File: src/rtl/core/svpwm_pkg.sv
package svpwm_pkg;

  localparam int ANGLE_W   = 16;
  localparam int SPEED_W   = 17;
  localparam int PULSE_W   = 25;
  localparam int CMD_W     = 2;
  localparam int REG_IDX_W = 2;

  // Q(16-F).F angle format
  localparam int ANGLE_FRAC_BITS = 8;

  localparam logic [ANGLE_W-1:0] CENTER_ANGLE_Q  = ANGLE_W'(23040);
  localparam logic [SPEED_W-1:0] DEFAULT_SPEED_Q = SPEED_W'(6554);
  localparam logic [SPEED_W-1:0] SPEED_MIN_Q     = SPEED_W'(655);
  localparam logic [SPEED_W-1:0] SPEED_MAX_Q     = SPEED_W'(65536);

  localparam logic [ANGLE_W-1:0] ONE_DEGREE_Q = ANGLE_W'(1 << ANGLE_FRAC_BITS);

  // 180 degrees = 45 << (F + 2): power-of-two part is a shift, 45 is a reciprocal multiply
  localparam int                 SWING_W      = 24;
  localparam logic [SWING_W-1:0] FULL_SWING_Q = SWING_W'(180 << ANGLE_FRAC_BITS);
  localparam int                 SWING_SHIFT  = ANGLE_FRAC_BITS + 2;
  localparam int                 SWING_ODD    = 45;

  // floor(n / 45) for n < 2^31: (n * M) >> 36, then one correction step
  localparam int                 QMAG_W       = 31;
  localparam int                 QUOT_W       = 26;
  localparam int                 RECIP_SHIFT  = 36;
  localparam logic [QMAG_W-1:0]  RECIP_MUL    = QMAG_W'((64'd1 << RECIP_SHIFT) / SWING_ODD);

  localparam logic [PULSE_W-1:0] MIN_PULSE_RST  = PULSE_W'(1000000);
  localparam logic [PULSE_W-1:0] MAX_PULSE_RST  = PULSE_W'(2000000);
  localparam logic [ANGLE_W-1:0] LOW_ANGLE_RST  = ANGLE_W'(0);
  localparam logic [ANGLE_W-1:0] HIGH_ANGLE_RST = ANGLE_W'(46080);

  typedef enum logic [CMD_W-1:0] {
    CMD_SET    = 2'd0,
    CMD_SMOOTH = 2'd1,
    CMD_TICK   = 2'd2
  } cmd_code_t;

  typedef enum logic [REG_IDX_W-1:0] {
    REG_MIN_PULSE  = 2'd0,
    REG_MAX_PULSE  = 2'd1,
    REG_LOW_ANGLE  = 2'd2,
    REG_HIGH_ANGLE = 2'd3
  } reg_idx_t;

  // controller -> datapath
  typedef struct packed {
    logic accept;    // update servo state from the input beat
    logic mul_en;    // angle * span stage
    logic recip_en;  // reciprocal multiply stage
    logic load_out;  // correction, pulse add, output register load
  } svpwm_cmd_t;

endpackage

File: src/rtl/core/svpwm_ctrl.sv
module svpwm_ctrl (
  input  logic                  clk,
  input  logic                  rst,
  input  logic                  in_valid,
  output logic                  in_ready,
  output logic                  out_valid,
  input  logic                  out_ready,
  output svpwm_pkg::svpwm_cmd_t cmd
);
  import svpwm_pkg::*;

  typedef enum logic [1:0] {
    S_IDLE,
    S_MUL,
    S_RECIP,
    S_FIX
  } state_t;

  state_t state;
  logic   out_free;

  assign out_free = !out_valid || out_ready;
  assign in_ready = (state == S_IDLE);

  always_comb begin
    cmd          = '0;
    cmd.accept   = (state == S_IDLE) && in_valid;
    cmd.mul_en   = (state == S_MUL);
    cmd.recip_en = (state == S_RECIP);
    cmd.load_out = (state == S_FIX) && out_free;
  end

  always_ff @(posedge clk) begin
    if (rst) begin
      state     <= S_IDLE;
      out_valid <= 1'b0;
    end else begin
      if (cmd.load_out) begin
        out_valid <= 1'b1;
      end else if (out_valid && out_ready) begin
        out_valid <= 1'b0;
      end
      case (state)
        S_IDLE: begin
          if (in_valid) begin
            state <= S_MUL;
          end
        end
        S_MUL: begin
          state <= S_RECIP;
        end
        S_RECIP: begin
          state <= S_FIX;
        end
        S_FIX: begin
          if (out_free) begin
            state <= S_IDLE;
          end
        end
        default: begin
          state <= S_IDLE;
        end
      endcase
    end
  end

`ifndef NO_ASSERTIONS
  a_accept_starts: assert property (@(posedge clk) disable iff (rst)
    (in_valid && in_ready) |=> (state == S_MUL))
    else $error("accepted beat did not start the pulse pipeline");

  a_recip_to_fix: assert property (@(posedge clk) disable iff (rst)
    (state == S_RECIP) |=> (state == S_FIX))
    else $error("reciprocal stage did not advance");

  a_fix_delivers: assert property (@(posedge clk) disable iff (rst)
    (state == S_FIX && !out_valid) |=> (out_valid && state == S_IDLE))
    else $error("finished result not loaded into free output register");

  a_no_accept_busy: assert property (@(posedge clk) disable iff (rst)
    (state != S_IDLE) |-> !cmd.accept)
    else $error("state update while pipeline busy");
`endif

endmodule

File: config.mk
export PLATFORM = sky130hd
export DESIGN_NAME = svpwm_ctrl
export DESIGN_NICKNAME = d
export VERILOG_FILES = /design/src/rtl/core/svpwm_pkg.sv /design/src/rtl/core/svpwm_ctrl.sv
export SDC_FILE = /design/constraint.sdc
export NUM_CORES = 1
export LEC_CHECK = 0
export ABC_AREA = 1
export BUFFER_PORTS_ARGS = -buffer_cell sky130_fd_sc_hd__buf_2
export CORE_AREA = 2 2 39 41
export DETAILED_ROUTE_END_ITERATION = 8
export DIE_AREA = 0 0 41 43
export HOLD_SLACK_MARGIN = 0.05
export PLACE_DENSITY = 0.47
export SLEW_MARGIN = 20
export SYNTH_ARGS = -nofsm -noshare
export SYNTH_HDL_FRONTEND = slang
export SYNTH_SLANG_ARGS = --single-unit
File: constraint.sdc
create_clock -name clk -period 1 [get_ports clk]
set_input_delay 0.1 -clock clk [delete_from_list [all_inputs] [get_ports clk]]
set_output_delay 0.1 -clock clk [all_outputs]
set_load 0.02 [all_outputs]
==> results.md, run 1 <==
- Global-route wire length before repair: 834 um
- Reg clk slew, reported paths: 0.04 ns
- Area after DPL: 342 sq um
- Die area: 1760 sq um
- Cell family with most CP delay: flip-flops
- Number of CTS-inserted buffers: 3
- H-tree lvl count: 1
- Failing checks: setup timing
- Die width: 41 um
- Most common cell after layout, fill and taps aside: buf_2
- Measured slew at the worst slew-check pin: 0.127 ns
- Worst path max stage delay: 0.38 ns
- FF+latch area: 67.6 sq um
- Final setup vio count: 7
- Worst min path class: in2reg
- Mapped Area: 236 sq um
- Setup TNS: -0.629 ns
- Reg2reg setup slack: -0.07 ns
- Max-slew violation count: 0
- CTS Hold Bufs: 0
- RSZ-0062 raised after global routing: yes
- IO Port Bufs: 9
- Maxcap violations: 0
- Worst EP required: 0.90 ns
- Yosys Warn Count: 0
- Sw frac: 43.6%
- Max Fclk: 889 MHz
- Core ar.: 1380 sq um
- Io pins: 10
- Worst VDD drop: 0.000866 V
- Slew headroom: 91.6%
- Startpoint class of the critical path: flop
- Combinational cell fraction of total power: 66.1%
- Final min period: 1.12 ns
- Layout cell share with drive strength beyond 1: 64.7%
- Final hold violations: 0
- Num rows: 14
- Power Dens Cells: 3300 nW/um^2
- Buf+Inv Stages, Crit Path: 3
- Placed Cells: 62
- Ant. Diodes: 0
- Period utilization: 112%
- Dpl ws: -0.0385 ns
- Fin nets: 61
- Initial antenna violation count: 0
- Vias per std cell: 3.79
- Clk_skew: 0.00234 ns
- Clock sink count: 3
- Crit-path slowest cell: dfxtp_4
- Reg power frac: 19.1%
- Worst Hold Launch: rst
- CTS tree: done
- Critical path arrival: 1.02 ns
- Largest net degree at the start of global routing: 5
- Number of global-route vias before repair: 225
- Yosys reg bits: 3
- Worst Hold Depth: 4
- Root Driver: clkbuf_4
- Pint: 0.834 mW
- Tot Pwr: 1.48 mW
- Routed via count: 254
- Total gr overflow: 0
- Clock share of power: 14.8%
- Die height: 43 um
- Overall routed net length: 572 um
- Final Util: 32.4%
- Fillers: 157
- Gate Count Post-Synth: 34
- Critical Path Sink Type: output port
- Initial Utilization: 17.1%
- WL/cell: 8.54 um
- Critical Path Fanout Max: 4
- Syn Nets: 43
- Drt initial violations: 3
- Class of the most critical setup path: reg2out
- Switching power: 0.644 mW
- Reg-to-reg endpoint: state[1]
- Drt pass-1 iters: 2
- Outcome: finished with violations
- Unique cell type count in the Yosys netlist: 12
- Sequential share of the synthesized area: 25.4%
- Worst Hold End: state[0]
- Post-route DRC: 0
- Cell area after layout: 448 sq um
- Remaining antenna violation count after routing: 0
- Crit path cell chain: inv_4 > ha_4 > nand2_2 > inv_2 > buf_6
- Post-DP HPWL: 412 um
- Reg2reg start: state[1]
- Area grow syn2layout: 89.4%
- Worst setup margin: -0.125 ns
- Clk_lat worst skew: 0.24 ns
- Commonest cells after routing, fill and taps aside: 5 x buf_2, 4 x inv_1, 4 x nor2_1, 4 x buf_6, 4 x buf_4
- Area of the multi-input gates: 195 sq um
- GP Congestion: 0.645
- Final std cells w/o fill: 67
- WHS: 0.121 ns
- Max clock buf depth: 2
- GRT Total Usage: 7.91%
- P_leak: 0.216 nW
- Mean Syn Cell Area: 6.96 sq um
- Reg2Reg Depth: 7
repair_timing:
| action | CTS | global route |
|---|---|---|
| endpoints found under the setup margin | 7 | 7 |
| pin swaps | 5 | 2 |
| resized for setup | 21 | 4 |
| setup buffers | 1 | 0 |
flip-flops by register name (all words and copies together) (netlist names):
register / flops
out_valid: 1
state: 2
cell type report:
class	instances	area share (%)
Sequential cell	3	15.1
Inverter	9	8.66
Timing Repair Buffer	13	22.3
Tap cell	16	4.47
Clock buffer	4	5.87
Multi-Input combinational cell	22	43.6
metal layers:
metal / global-route usage, % / vias up / share of wire [%]
met3: 4.71 / 2 / 6.3
li1: - / 135 / -
met4: 8.00 / 0 / 1.0
met1: 6.69 / 110 / 41
met2: 11.6 / 7 / 52
met5: 0 / - / 0
synth_stat cells:
cell | n | share of area, %
a21oi_1 | 2 | 4.2
dfxtp_1 | 3 | 25
ha_1 | 5 | 26
inv_1 | 8 | 13
inv_2 | 1 | 1.6
nand2_1 | 4 | 6.3
nand2_2 | 1 | 2.6
nand3_1 | 1 | 2.1
nand3_2 | 1 | 4.2
nor2_1 | 6 | 9.5
nor2_2 | 1 | 2.6
o21ai_1 | 1 | 2.1
power groups by stage:
stage | Combinational, mW | Sequential [mW] | Clock (mW)
after floorplan | 0.517 | 0.212 | 0
after global placement | 0.728 | 0.212 | 0
after detailed placement | 0.746 | 0.210 | 0
after CTS | 0.923 | 0.277 | 0.226
after global routing | 1.08 | 0.291 | 0.230
final | 0.978 | 0.282 | 0.218
tightest hold or removal path, cell delays in order:
cell and delay, ns:
buf_2 0.08, inv_2 0.04, nand2_1 0.05, nor2_1 0.04
how the worst max path moves through the flow:
stage | start | end | slack (ns) | depth (start not counted)
after global routing | state[0] | cmd[0] | -0.16 | 4
after global placement | state[0] | state[1] | -0.04 | 6
after detailed placement | state[0] | state[1] | -0.04 | 6
after CTS | state[1] | cmd[3] | -0.14 | 5
final | state[1] | cmd[3] | -0.12 | 5
after floorplan | state[0] | state[0] | -0.04 | 6
logic make-up (layout without fill, tap and decap cells):
| group | Yosys count | in the layout | share of synthesized area, % |
|---|---|---|---|
| flops | 3 | 3 | 25.4 |
| compound gates | 3 | 3 | 6.35 |
| simple gates | 14 | 14 | 27.5 |
| fa+ha+maj | 5 | 5 | 26.5 |
| buf+inv | 9 | 26 | 14.3 |
Power figures use the tool's default switching activity.
==> inputs of run 2 (changes only) <==
--- a/config.mk
+++ b/config.mk
@@ -5,7 +5,7 @@
 export SDC_FILE = /design/constraint.sdc
 export NUM_CORES = 1
 export LEC_CHECK = 0
-export ABC_AREA = 1
+export ABC_AREA = 0
 export BUFFER_PORTS_ARGS = -buffer_cell sky130_fd_sc_hd__buf_2
 export CORE_AREA = 2 2 39 41
 export DETAILED_ROUTE_END_ITERATION = 8
==> run 2 against run 1 <==
The flow still finishes with violations (setup timing). Combinational power down 22%. Highest routed layer is now met3. Synthesized cell count down 26%. Critical path depth down 1. Design area up 4.2%. Via count down 9.8%. Largest cell class unchanged. Non-clock buffer count up 1. Largest power group unchanged. Setup slack worse by 0.044 ns. Clock skew about the same. Global-route usage down 0.39 points.
==> results.md, run 2 <==
- Outcome: finished with violations
- Failing checks: setup timing
- Final hold violations: 0 (unchanged)
- Num rows: 14 (unchanged)
- Synth top area share: 26.9% (+0.43 points)
- Mean Syn Cell Area: 9.31 sq um (+34%)
- Most flops, register: state
- Placed Cells: 53 (-15%)
- Die height: 43 um (unchanged)
- Ant. Diodes: 0 (unchanged)
- Global-route wire length before repair: 821 um (-1.6%)
- Max-slew violation count: 0 (unchanged)
- WL/cell: 8.32 um (-2.5%)
- Main combinational cell family by area after synthesis: adder cells
- Fillers: 149 (-5.1%)
- Worst min path class: in2reg
- Number of CTS-inserted buffers: 3 (unchanged)
- Gate Count Post-Synth: 25 (-26%)
- Synth Area in Compound Gates: 21.0% (+15 points)
- Class of the most critical setup path: reg2out
- Ranking of synthesized cells by area: ha_1 27%, dfxtp_1 26%, a21boi_4 8.1%
- Largest register FFs: 2 (unchanged)
- Buf+Inv Stages, Crit Path: 2 (-1)
- Routed via count: 229 (-9.8%)
- IO Port Bufs: 9 (unchanged)
- Yosys reg bits: 3 (unchanged)
- Slew headroom: 92.1% (+0.50 points)
- Critical Path Fanout Max: 5 (+1)
- Maxcap violations: 0 (unchanged)
- Worst VDD drop: 0.00101 V (+17%)
- Yosys Warn Count: 0 (unchanged)
- Syn Nets: 34 (-21%)
- Clk_skew: 0.00230 ns (-0.0000334 ns)
- Final std cells w/o fill: 59 (-12%)
- Post-DP HPWL: 381 um (-7.6%)
- GP Congestion: 0.609 (-5.5%)
- Crit path cell chain: inv_4 > ha_4 > and2_4 > buf_6
- Initial antenna violation count: 0 (unchanged)
- RSZ-0062 raised after global routing: yes
- P_leak: 0.211 nW (-2.2%)
- Root Driver: clkbuf_4
- Clk_lat worst skew: 0.23 ns (about the same)
- Worst EP required: 0.90 ns (about the same)
- Main synth FF type: dfxtp_1
- Measured slew at the worst slew-check pin: 0.116 ns (-0.0107 ns)
- Mux share of post-synthesis cell area: 4.30% (+4.3 points)
- Post-Synth Adder-Cell Area: 26.9% (+0.43 points)
- Drt initial violations: 0 (-3)
- Post-synth top cells: 5 x ha_1, 4 x inv_1, 3 x dfxtp_1
- XOR/XNOR Fraction of Synth Area: 0% (unchanged)
- Total gr overflow: 0 (unchanged)
- Cell family with most CP delay: flip-flops
- Mapped Area: 233 sq um (-1.6%)
- Final min period: 1.17 ns (+0.0437 ns)
- Sequential share of the synthesized area: 25.8% (+0.41 points)
- Clock sink count: 3 (unchanged)
- Number of flops mapped to enable cells by yosys: 0 (unchanged)
- Worst setup margin: -0.169 ns (-0.0437 ns)
- Power Dens Cells: 2620 nW/um^2 (-21%)
- Final setup vio count: 7 (unchanged)
- Dpl ws: -0.0779 ns (-0.0394 ns)
- Post-Synth Simple-Gate Area: 15.6% (-12 points)
- Overall routed net length: 491 um (-14%)
- Commonest cells after routing, fill and taps aside: 5 x buf_2, 5 x buf_4, 4 x ha_4, 4 x buf_6, 3 x clkbuf_4
- Initial Utilization: 16.8% (-0.27 points)
- Largest regs: state x2, out_valid x1
- Worst path max stage delay: 0.38 ns (about the same)
- Die width: 41 um (unchanged)
- Io pins: 10 (unchanged)
- Layout cell share with drive strength beyond 1: 72.1% (+7.4 points)
- Die area: 1760 sq um (unchanged)
- Ys async rst share: 0% (unchanged)
- Post-route DRC: 0 (unchanged)
- Unique cell type count in the Yosys netlist: 15 (+3)
- Max Fclk: 856 MHz (-3.7%)
- H-tree lvl count: 1 (unchanged)
- Core ar.: 1380 sq um (unchanged)
- Yosys top cell by area: ha_1
- Remaining antenna violation count after routing: 0 (unchanged)
- GRT Total Usage: 7.52% (-0.39 points)
- Fin nets: 53 (-13%)
- CTS Hold Bufs: 0 (unchanged)
- Drt pass-1 iters: 1 (-1)
- Period utilization: 117% (+4.4 points)
- Critical Path Sink Type: output port
- Count leader, synth: ha_1
- Max clock buf depth: 2 (unchanged)
- CTS tree: done
- Vias per std cell: 3.88 (+2.4%)
- Setup TNS: -0.869 ns (-0.240 ns)
- Reg clk slew, reported paths: 0.03 ns (about the same)
- Largest net degree at the start of global routing: 6 (+1)
- Startpoint class of the critical path: flop
- Area grow syn2layout: 101%
- Critical path arrival: 1.07 ns (+0.05 ns)
- Crit-path slowest cell: dfxtp_4
- Number of global-route vias before repair: 219 (-2.7%)
- Tot Pwr: 1.22 mW (-17%)
## run 2: cell types whose count changed in the layout (fill, tap and decap cells not counted), sizes merged, moves of 2 or more
cell,previous run,this run
nor2,7,1
inv,9,4
nand2,5,1
a21boi,0,2
nand3,2,0
## run 2: path summary, 6_finish.rpt
path	from	end	slack, ns	depth (start not counted)
worst min-delay path	rst	out_valid	0.08	2
worst max-delay path	state[1]	cmd[3]	-0.17	4
worst max register to register	state[1]	state[1]	-0.14	5
worst min register to register	out_valid	out_valid	0.51	2
## run 2: cells by family after synthesis
kind of cell,count (synthesis)
AO/OA/AOI/OAI,6
AND/OR/NAND/NOR,6
adder cells (fa/ha/maj),5
buffers and inverters,4
flip-flops,3
multiplexers,1
## run 2: area by class of cell
type                    instances  area (sq um)  area share [%]
multi-input cells              18           225            48.3
inverters                       4          20.0            4.29
repair buffers                 14           108            23.1
well taps                      16          20.0            4.29
clock buffers                   4          26.3            5.63
flip-flops and latches          3          67.6            14.5
## run 2: through the flow
stage | hold slack (ns) | area, sq um | utilization [%]
global placement | 0.309 | 365 | 26.4
detailed placement | 0.305 | 365 | 26.4
CTS | 0.0587 | 447 | 32.3
floorplan | 0.169 | 278 | -
finish | 0.0833 | 467 | 33.7
global route | 0.0857 | 467 | 33.7
## run 2: where the power goes
group / switching (mW) / internal (mW)
clock network: 0.0637 / 0.150
logic: 0.351 / 0.411
registers: 0.0737 / 0.174
total: 0.488 / 0.735
## run 2: repair_timing
| action | CTS | global route |
|---|---|---|
| setup endpoints to repair | 7 | 7 |
| setup buffers | 1 | 1 |
| pin swaps | 3 | 2 |
| resized for setup | 15 | 3 |
| endpoints found under the hold margin | 0 | 0 |
## run 2: metal layers
metal | routed length, um | vias up | GRT usage (%)
met5 | 0 | - | 0
met1 | 199 | 99 | 7.05
met2 | 216 | 13 | 10.9
met3 | 75 | 0 | 7.85
met4 | 0 | 0 | 2.00
li1 | - | 117 | -
